--- src/rtl/pip_loc_ram.sv ---
// ----------------------------------------------------------------------------
// pip_loc_ram
// Generic simple dual-port RAM, one write port, one registered read port.
// ----------------------------------------------------------------------------
module pip_loc_ram #(
   parameter int WIDTH = 8,
   parameter int DEPTH = 16,
   localparam int AW = (DEPTH > 1) ? $clog2(DEPTH) : 1
) (
   input  logic             clock,
   input  logic             wr_en,
   input  logic [AW-1:0]    wr_addr,
   input  logic [WIDTH-1:0] wr_data,
   input  logic [AW-1:0]    rd_addr,
   output logic [WIDTH-1:0] rd_data
);

   logic [WIDTH-1:0] mem [DEPTH];
   logic [WIDTH-1:0] rd_data_ff;

   always_ff @(posedge clock) begin
      if (wr_en) begin
         mem[wr_addr] <= wr_data;
      end
      rd_data_ff <= mem[rd_addr];
   end

   assign rd_data = rd_data_ff;

endmodule

--- config.mk ---
export PLATFORM = sky130hd
export DESIGN_NAME = pip_loc_ram
export DESIGN_NICKNAME = d
export VERILOG_FILES = /design/src/rtl/pip_loc_ram.sv
export SDC_FILE = /design/constraint.sdc
export NUM_CORES = 1
export LEC_CHECK = 0
export ABC_AREA = 1
export BUFFER_PORTS_ARGS = -buffer_cell sky130_fd_sc_hd__buf_2
export CAP_MARGIN = 10
export CORE_UTILIZATION = 55
export CTS_CLUSTER_SIZE = 24
export DETAILED_ROUTE_END_ITERATION = 10
export GPL_TIMING_DRIVEN = 0
export PLACE_DENSITY = 0.7
export SLEW_MARGIN = 20
export SYNTH_ARGS = -nofsm -noshare
export SYNTH_HDL_FRONTEND = slang
export SYNTH_SLANG_ARGS = --single-unit
--- constraint.sdc ---
create_clock -name clock -period 1.8 [get_ports clock]
set_input_delay 0.54 -clock clock [delete_from_list [all_inputs] [get_ports clock]]
set_output_delay 0.54 -clock clock [all_outputs]
set_load 0.1 [all_outputs]
Word-level counts from Yosys, hierarchy flattened
Memory sizes are Yosys's and may differ from the RTL's. A register that Yosys moved wholly into a read port is not among the register bits.
Cells that the tools add are included.
{"block": "totals", "ff_bits": 0, "ramBits": 128, "output_inout_bits": 8, "elab_cells": 3, "n_memories": 1}
{"block": "op_classes", "muxes": 2}
{"memory": "mem", "depth": 16, "width": 8, "read_ports": 1, "rd_clocked_by_memory_dff": 1, "write_ports": 1, "line": "18", "source": "logic [WIDTH-1:0] mem [DEPTH];"}
{"op": "two-way mux 1 bit", "n": 2}

Depth between registers and ports, before layout
Gate-level depths: netlist of run 1.
{"block": "depth", "word_depth": 2, "ltp_mapped": 8, "mapped_depth_nobuf": 7}

Worst setup path before layout of run 1
No wires, ideal clock.
{"block": "synth_timing", "kind": "input to register", "from": "in wr_addr[2]", "to": "mem mem[10][0] (enable)", "setup_ns": 0.370, "arrival_time_ns": 1.121, "required_time_ns": 1.430, "slack_ns": 0.309, "path_stages": 2, "n_path_buf": 0, "cell_sequence": "nand3b_1 -> nor2_1"}
{"item": "start, declared", "line": "12", "source": "input logic [AW-1:0] wr_addr,"}
{"item": "end, declared", "line": "18"}
Straight into the memory's write port.

Final worst setup path of run 1
{"block": "layout_timing", "from": "reg rd_data_ff[0] (netlist: rd_data[0]) (read register of mem)", "to": "out rd_data[0]"}
{"item": "start, declared", "line": "19", "source": "logic [WIDTH-1:0] rd_data_ff;"}
{"item": "end, declared", "line": "15", "source": "output logic [WIDTH-1:0] rd_data"}
No word-level cell between the ends.

==> metrics.yaml, run 1 <==
hpwl_mm: 8.69
start_util_pct: 56.4
tightest_slew_ns: 0.977
synth.area.top_cells: "edfxtp_1 (67%), nand2_1 (11%), nand3_1 (8.4%)"
slew_headroom_pct: 34.6
critPathBufInv: 1
cts.sinks: 136
rows: 37
setup_viol_count_final: 0
cts_hold_buf: 0
antenna_found_initial: 0
grt_overflow: 0
crit_chain: "buf_2"
drcViolationCount: 0
design_area_um2: 6640
maxCapViolCount: 0
grtUsageTotal_pct: 26.5
io_buffers: 22
critPathSlowestCell: "buf_2"
post_drt_wl_per_cell_um: 18.0
crit_required_ns: 1.26
cp-end-kind: "primary output"
dieArea_um2: 10900
diodes: 0
ant_nets: 0
final_cell_mix: "nand2_1 (173), edfxtp_1 (128), inv_1 (100)"
multi_input_area_um2: 1210
die_w_um: 104
critPathTopFamily: "buffers and inverters"
grt_max_degree: 17
yosys.area.top_type: "edfxtp_1"
final_common_cell: "nand2_1"
cp-start-kind: "flip-flop"
fin_skew_ns: 0.00642
clkLatencyLatePin_ns: 0.53
dr.pass1.iters: 5
finalNetCount: 610
rsz0062_at_grt: "false"
leakage_nw: 2.89
clock_path_buffers: 2
slew_viol_final: 0
finalHoldWorstSlack_ns: 0.413
worst-setup-path-type: "flip-flop to primary output"
clock.fmax_mhz: 564
cts-root-buf: "clkbuf_8"
via_per_inst: 5.36
yosys.area.top_type_share_pct: 66.7
syn_avg_cell_area_um2: 10.5
power_frac_clock_pct: 44.6
p_switching_mw: 1.75
finish.utilization_pct: 64.9
cts_tree: "yes"
seq_area_um2: 4000
hold_class: "primary input to flip-flop"
p_sw_share_pct: 23.3
timing.final.crit_share_pct: 98.4
cts_buffers: 17
power_frac_seq_pct: 47.3
worstPathArrival_ns: 1.23
area_growth_pct: 15.2
io_pins: 26
powerDensity_nw_per_um2: 1130
drt_iter0_drc: 441
postPlaceCellArea_um2: 6050
htree_levels: 4
status: "completed"
syn_nets: 569
cts_setup_buffers: 0
vdd_drop_max_uv: 703
yosysWarnings: 0
max_stage_delay_ns: 0.41
p_comb_share_pct: 8.1
finalPower_mw: 7.53
period_minus_slack_ns: 1.77
synthCells: 551
core_area_um2: 10200
totalWireLength_mm: 13.4
hold_violations: 0
p_int_mw: 5.78
n_fill_cell: 791
die_h_um: 104
via_count: 3973
grt_pass1_wl_mm: 20.8
clk_pin_slew_worst_paths_ns: 0.06
syn_area_um2: 5770
synth_seq_cells: 136
synth.distinct_cells: 12
cp_max_fo: 1
grt_pass1_vias: 3749
gp_congestion: 0.835
ys_seq_area_share_pct: 69.4
drive_gt1_share_pct: 12.9
## cell families after synthesis
logic type / after synthesis / synth area share, %
flip-flops: 136 / 69.4
AND/OR/NAND/NOR: 289 / 21.0
buffers and inverters: 126 / 9.52
## Yosys cell counts, drive strengths merged
master,number
nand2,173
dfxtp,8
nand3b,2
inv,102
buf,24
edfxtp,128
nand3,97
nor2,17
## per-stage QoR
step	instances	setup WS (ns)	TNS (ns)
3_5_place_dp	709	-0.249	-14.54
2_1_floorplan	551	0.309	0
3_3_place_gp	709	-0.216	-9.52
5_1_grt	741	0.00384	0
6_report	741	0.0282	0
4_1_cts	741	0.00295	0
## worst reg2reg max path, delay by kind of cell (launching register included)
kind / cells / cell delay [ns]
DFF: 1 / 0.38
buffers and inverters: 1 / 0.07
and+or+nand+nor: 5 / 0.49
## worst paths after layout
| kind | from | slack [ns] | end | cells past startpoint |
|---|---|---|---|---|
| min reg2reg | mem[9][6] | 0.69 | rd_data[6] | 6 |
| max | rd_data[0] | 0.03 | rd_data[0] | 1 |
| min | wr_data[2] | 0.41 | mem[9][2] | 1 |
| max reg2reg | mem[10][5] | 0.77 | rd_data[5] | 6 |
## what timing repair did
item                                    CTS  global route
endpoints found under the hold margin     0             0
gates cloned                              0             0
endpoints found under the setup margin    6             1
resized for setup                         6             1
## flip-flops by register name (all words and copies together), names as in the netlist
register  cells
rd_data       8
mem         128
## area by class of cell
| class | instances | share of cell area [%] |
|---|---|---|
| flip-flops and latches | 136 | 60.3 |
| multi-input cells | 289 | 18.3 |
| clock buffers | 18 | 6.29 |
| inverters | 102 | 5.76 |
| well taps | 136 | 2.56 |
| plain buffers | 24 | 2.51 |
| clock inverters | 14 | 2.39 |
| repair buffers | 22 | 1.92 |
## power groups by stage
stage | clock [mW] | combinational (mW) | sequential (mW)
after floorplan | 0 | 0.250 | 3.77
after global placement | 0 | 0.588 | 3.62
after detailed placement | 0 | 0.597 | 3.62
after CTS | 3.37 | 0.610 | 3.56
after global routing | 3.49 | 0.657 | 3.57
final | 3.36 | 0.611 | 3.56
## layer usage
layer	GRT usage (%)	wire length (µm)	up-vias
met1	36.8	5680	1882
met2	40.4	6250	204
met4	11.4	339	0
li1	-	-	1855
met3	6.02	1080	32
met5	0	0	-
Power figures use the tool's default switching activity.
==> run 2, diff against run 1 <==
SETUP_SLACK_MARGIN = 0.5   (was unset)
==> run 2 against run 1 <==
Core utilization rose by 3.4 points. First-iteration DRC count decreased by 1.4%. Via count grew 0.25%. Largest power group is now clock. Clock-buffer cell count grew 1. Combinational power increased by 13%. Critical path depth unchanged. Flip-flop and latch count unchanged. Sequential power about the same. Worst setup slack better by 0.18 ns.
==> metrics.yaml, run 2 (synthesis gave the netlist of run 1 again) <==
die_h_um: 104
n_fill_cell: 751
rows: 37
drt_iter0_drc: 435
clock.fmax_mhz: 628
core_area_um2: 10200
pre_cts_ws_ns: -0.0755
cp_max_fo: 1
period_minus_slack_ns: 1.59
rsz0062_at_grt: "true"
max_stage_delay_ns: 0.34
hold_class: "primary input to flip-flop"
finalHoldWorstSlack_ns: 0.409
final_cell_mix: "nand2_1 (172), edfxtp_1 (128), inv_1 (100)"
tightest_slew_ns: 0.474
seq_area_um2: 4010
design_area_um2: 6980
cts-root-buf: "clkbuf_8"
vdd_drop_max_uv: 819
regMostFlops: "mem"
power_frac_seq_pct: 43.2
slew_viol_final: 0
cp-end-kind: "primary output"
min_from: "wr_data[7]"
worstPathArrival_ns: 1.05
hold_violations: 0
totalWireLength_mm: 13.8
htree_levels: 4
cts_setup_buffers: 0
critPathTopFamily: "flip-flops"
p_switching_mw: 1.83
die_w_um: 104
final_common_cell: "nand2_1"
cts_buffers: 17
powerDensity_nw_per_um2: 1190
area_growth_pct: 21.1
worst-setup-path-type: "flip-flop to primary output"
p_sw_share_pct: 22.1
timing.final.crit_share_pct: 88.5
grt_pass1_wl_mm: 21.5
finish.utilization_pct: 68.3
status: "completed"
regToRegStartpoint: "mem[11][0]"
io_pins: 26
p_int_mw: 6.45
io_buffers: 22
cts.sinks: 136
p_comb_share_pct: 8.4
diodes: 0
largest_reg_flops: 128
finalNetCount: 610
critPathBufInv: 1
setup_viol_count_final: 0
start_util_pct: 56.4
drcViolationCount: 0
antenna_found_initial: 0
grtUsageTotal_pct: 27.7
post_drt_wl_per_cell_um: 18.7
dr.pass1.iters: 5
fin_skew_ns: 0.0106
crit_required_ns: 1.26
crit_start: "rd_data[7]"
cts_hold_buf: 0
power_frac_clock_pct: 48.5
worst_slack_ns: 0.207
clk_pin_slew_worst_paths_ns: 0.06
gp_congestion: 0.843
cp-start-kind: "flip-flop"
multi_input_area_um2: 1340
leakage_nw: 2.98
cts_tree: "yes"
dieArea_um2: 10900
ant_nets: 0
maxCapViolCount: 0
postPlaceCellArea_um2: 6150
clkLatencyLatePin_ns: 0.54
grt_max_degree: 17
grt_overflow: 0
via_count: 3983
critPathSlowestCell: "dfxtp_2"
slew_headroom_pct: 68.4
hpwl_mm: 8.61
crit_chain: "buf_12"
via_per_inst: 5.38
grt_pass1_vias: 3865
cts_resized: 34
clock_path_buffers: 2
drive_gt1_share_pct: 17.2
run 2: cell types whose count changed in the layout (fill, tap and decap cells not counted), sizes merged:
cell      before  now
buf           45   46
clkinv         7    3
bufinv         3    7
clkinvlp       4    3
run 2: final timing paths:
| path | endpoint | slack [ns] | cells past startpoint |
|---|---|---|---|
| max | rd_data[7] | 0.21 | 1 |
| min | mem[4][7] | 0.41 | 1 |
| max reg2reg | rd_data[0] | 0.78 | 6 |
| min reg2reg | rd_data[1] | 0.70 | 6 |
run 2: metal layers:
| layer | global-route usage, % | wire length, µm |
|---|---|---|
| met3 | 6.70 | 1410 |
| met2 | 43.6 | 6540 |
| met5 | 0 | 0 |
| met4 | 12.2 | 356 |
| met1 | 36.6 | 5530 |
run 2: layout make-up:
class	instances	share of cell area, %
buffer	24	2.38
clock buffer	19	6.18
clock inverter	13	3.58
inverter	102	5.48
multi-input combinational	289	19.2
sequential	136	57.5
tap	136	2.44
timing repair buffer	22	3.30
run 2: power by group through the flow:
stage                     Clock (mW)  Sequential [mW]  Combinational (mW)
after CTS                       4.00             3.58               0.685
after global routing            4.12             3.58               0.739
after detailed placement           0             3.63               0.615
after global placement             0             3.62               0.606
after floorplan                    0             3.78               0.265
final                           4.01             3.57               0.693
run 2: per-stage QoR:
step                power (mW)  setup TNS, ns  instances
floorplan                 4.04              0        551
global placement          4.23         -0.761        709
detailed placement        4.24          -1.42        709
CTS                       8.26              0        741
global route              8.44              0        741
finish                    8.28              0        741
==> run 3, diff against run 2 <==
--- a/config.mk
+++ b/config.mk
@@ -8,3 +8,2 @@
 export ABC_AREA = 1
-export BUFFER_PORTS_ARGS = -buffer_cell sky130_fd_sc_hd__buf_2
 export CAP_MARGIN = 10
@@ -13,4 +12,5 @@
 export DETAILED_ROUTE_END_ITERATION = 10
+export DONT_BUFFER_PORTS = 1
 export GPL_TIMING_DRIVEN = 0
-export PLACE_DENSITY = 0.7
+export PLACE_DENSITY = 0.68
 export SETUP_SLACK_MARGIN = 0.5
==> constraint.sdc (replaced) <==
create_clock -name clock -period 1.8 [get_ports clock]
set_input_delay 0.27 -clock clock [delete_from_list [all_inputs] [get_ports clock]]
set_output_delay 0.27 -clock clock [all_outputs]
set_load 0.1 [all_outputs]
==> run 3 against run 2 <==
Fmax is 20% higher. Non-clock buffer count is 14 lower. Clock skew is 0.0016 ns lower. Final area is 4.5% lower. Clock-buffer cell count is 1 lower. Largest cell class unchanged. Via count is 3.0% lower. Critical endpoint is now rd_data[1]. Die area stayed put. Routed wire length is 1.7% lower. Clock power is 9.2% lower. Register-to-register slack hardly changed. Power is 6.0% lower. Sequential share of layout area is 3.0 points higher.
==> metrics.yaml, run 3 (synthesis gave the netlist of run 1 again) <==
status: "completed"
final_cell_mix: "nand2_1 (173), edfxtp_1 (128), inv_1 (100)"
worst_slack_ns: 0.474
dieArea_um2: 10900
cts_setup_buffers: 0
finish.utilization_pct: 65.2
multi_input_area_um2: 1210
grt_max_degree: 17
clkLatencyLatePin_ns: 0.53
dr.pass1.iters: 5
cp-end-kind: "primary output"
clock.fmax_mhz: 754
regMostFlops: "mem"
postPlaceCellArea_um2: 5940
grt_pass1_vias: 3706
hpwl_mm: 8.68
clock_path_buffers: 2
die_w_um: 104
largest_reg_flops: 128
maxCapViolCount: 0
gp_congestion: 0.864
hold_violations: 0
io_pins: 26
totalWireLength_mm: 13.6
finalPower_mw: 7.78
drt_iter0_drc: 466
n_fill_cell: 788
clk_pin_slew_worst_paths_ns: 0.06
fin_setup_tns_ns: 0
cts.sinks: 136
worstPathArrival_ns: 1.06
design_area_um2: 6670
cp_max_fo: 1
via_per_inst: 5.31
grt_overflow: 0
grtUsageTotal_pct: 26.9
ant_nets: 0
area_growth_pct: 15.7
cts_tree: "yes"
drcViolationCount: 0
die_h_um: 104
place_inst: 687
slew_headroom_pct: 36.5
timing.final.crit_share_pct: 73.6
cp-start-kind: "flip-flop"
cts-root-buf: "clkbuf_8"
crit_required_ns: 1.53
start_util_pct: 56.4
slew_viol_final: 0
via_count: 3863
hold_class: "primary input to flip-flop"
core_area_um2: 10200
vdd_drop_max_uv: 645
seq_area_um2: 4030
rows: 37
fin_skew_ns: 0.00897
grt_pass1_wl_mm: 20.8
period_minus_slack_ns: 1.33
leakage_nw: 2.86
io_buffers: 0
rsz0062_at_grt: "true"
finalHoldWorstSlack_ns: 0.163
worst-setup-path-type: "flip-flop to primary output"
post_drt_wl_per_cell_um: 18.7
pre_cts_ws_ns: 0.164
final_common_cell: "nand2_1"
htree_levels: 4
antenna_found_initial: 0
setup_viol_count_final: 0
tightest_slew_ns: 0.949
cts_buffers: 17
finalNetCount: 596
drive_gt1_share_pct: 10.7
diodes: 0
stdcell_count: 727
powerDensity_nw_per_um2: 1170
==> run 3: final timing paths <==
kind | startpoint | end | slack, ns | cells after the start
worst min register to register | mem[4][1] | rd_data[1] | 0.69 | 6
worst max-delay path | rd_data[1] | rd_data[1] | 0.47 | 0
worst max register to register | mem[10][3] | rd_data[3] | 0.77 | 6
worst min-delay path | rd_addr[2] | rd_data[1] | 0.16 | 4
==> run 3: timing repair <==
action | in CTS | in global routing
gates resized for setup | 16 | 0
hold buffers | 8 | 0
cloned | 0 | 0
setup endpoints to repair | 8 | 8
endpoints found under the hold margin | 128 | 0
==> run 3: report_power, final <==
part	switching, mW	total [mW]	internal, mW
registers	0.172	3.72	3.55
logic	0.306	0.429	0.124
clock network	1.26	3.64	2.37
total	1.74	7.78	6.04
==> run 3: metal layers <==
layer	vias to the layer above	share of wire [%]	wire (µm)	global-route usage, %
met5	-	0	0	0
li1	1831	-	-	-
met2	178	47	6430	41.7
met3	29	8.4	1140	5.70
met1	1825	42	5750	36.7
met4	0	2.1	290	12.2
==> run 3: final cells by class <==
type,count,share of cell area [%]
repair buffers,8,1.20
well taps,136,2.55
clock buffers,18,6.27
plain buffers,24,2.49
flip-flops and latches,136,60.5
multi-input cells,289,18.2
clock inverters,14,3.08
inverters,102,5.74
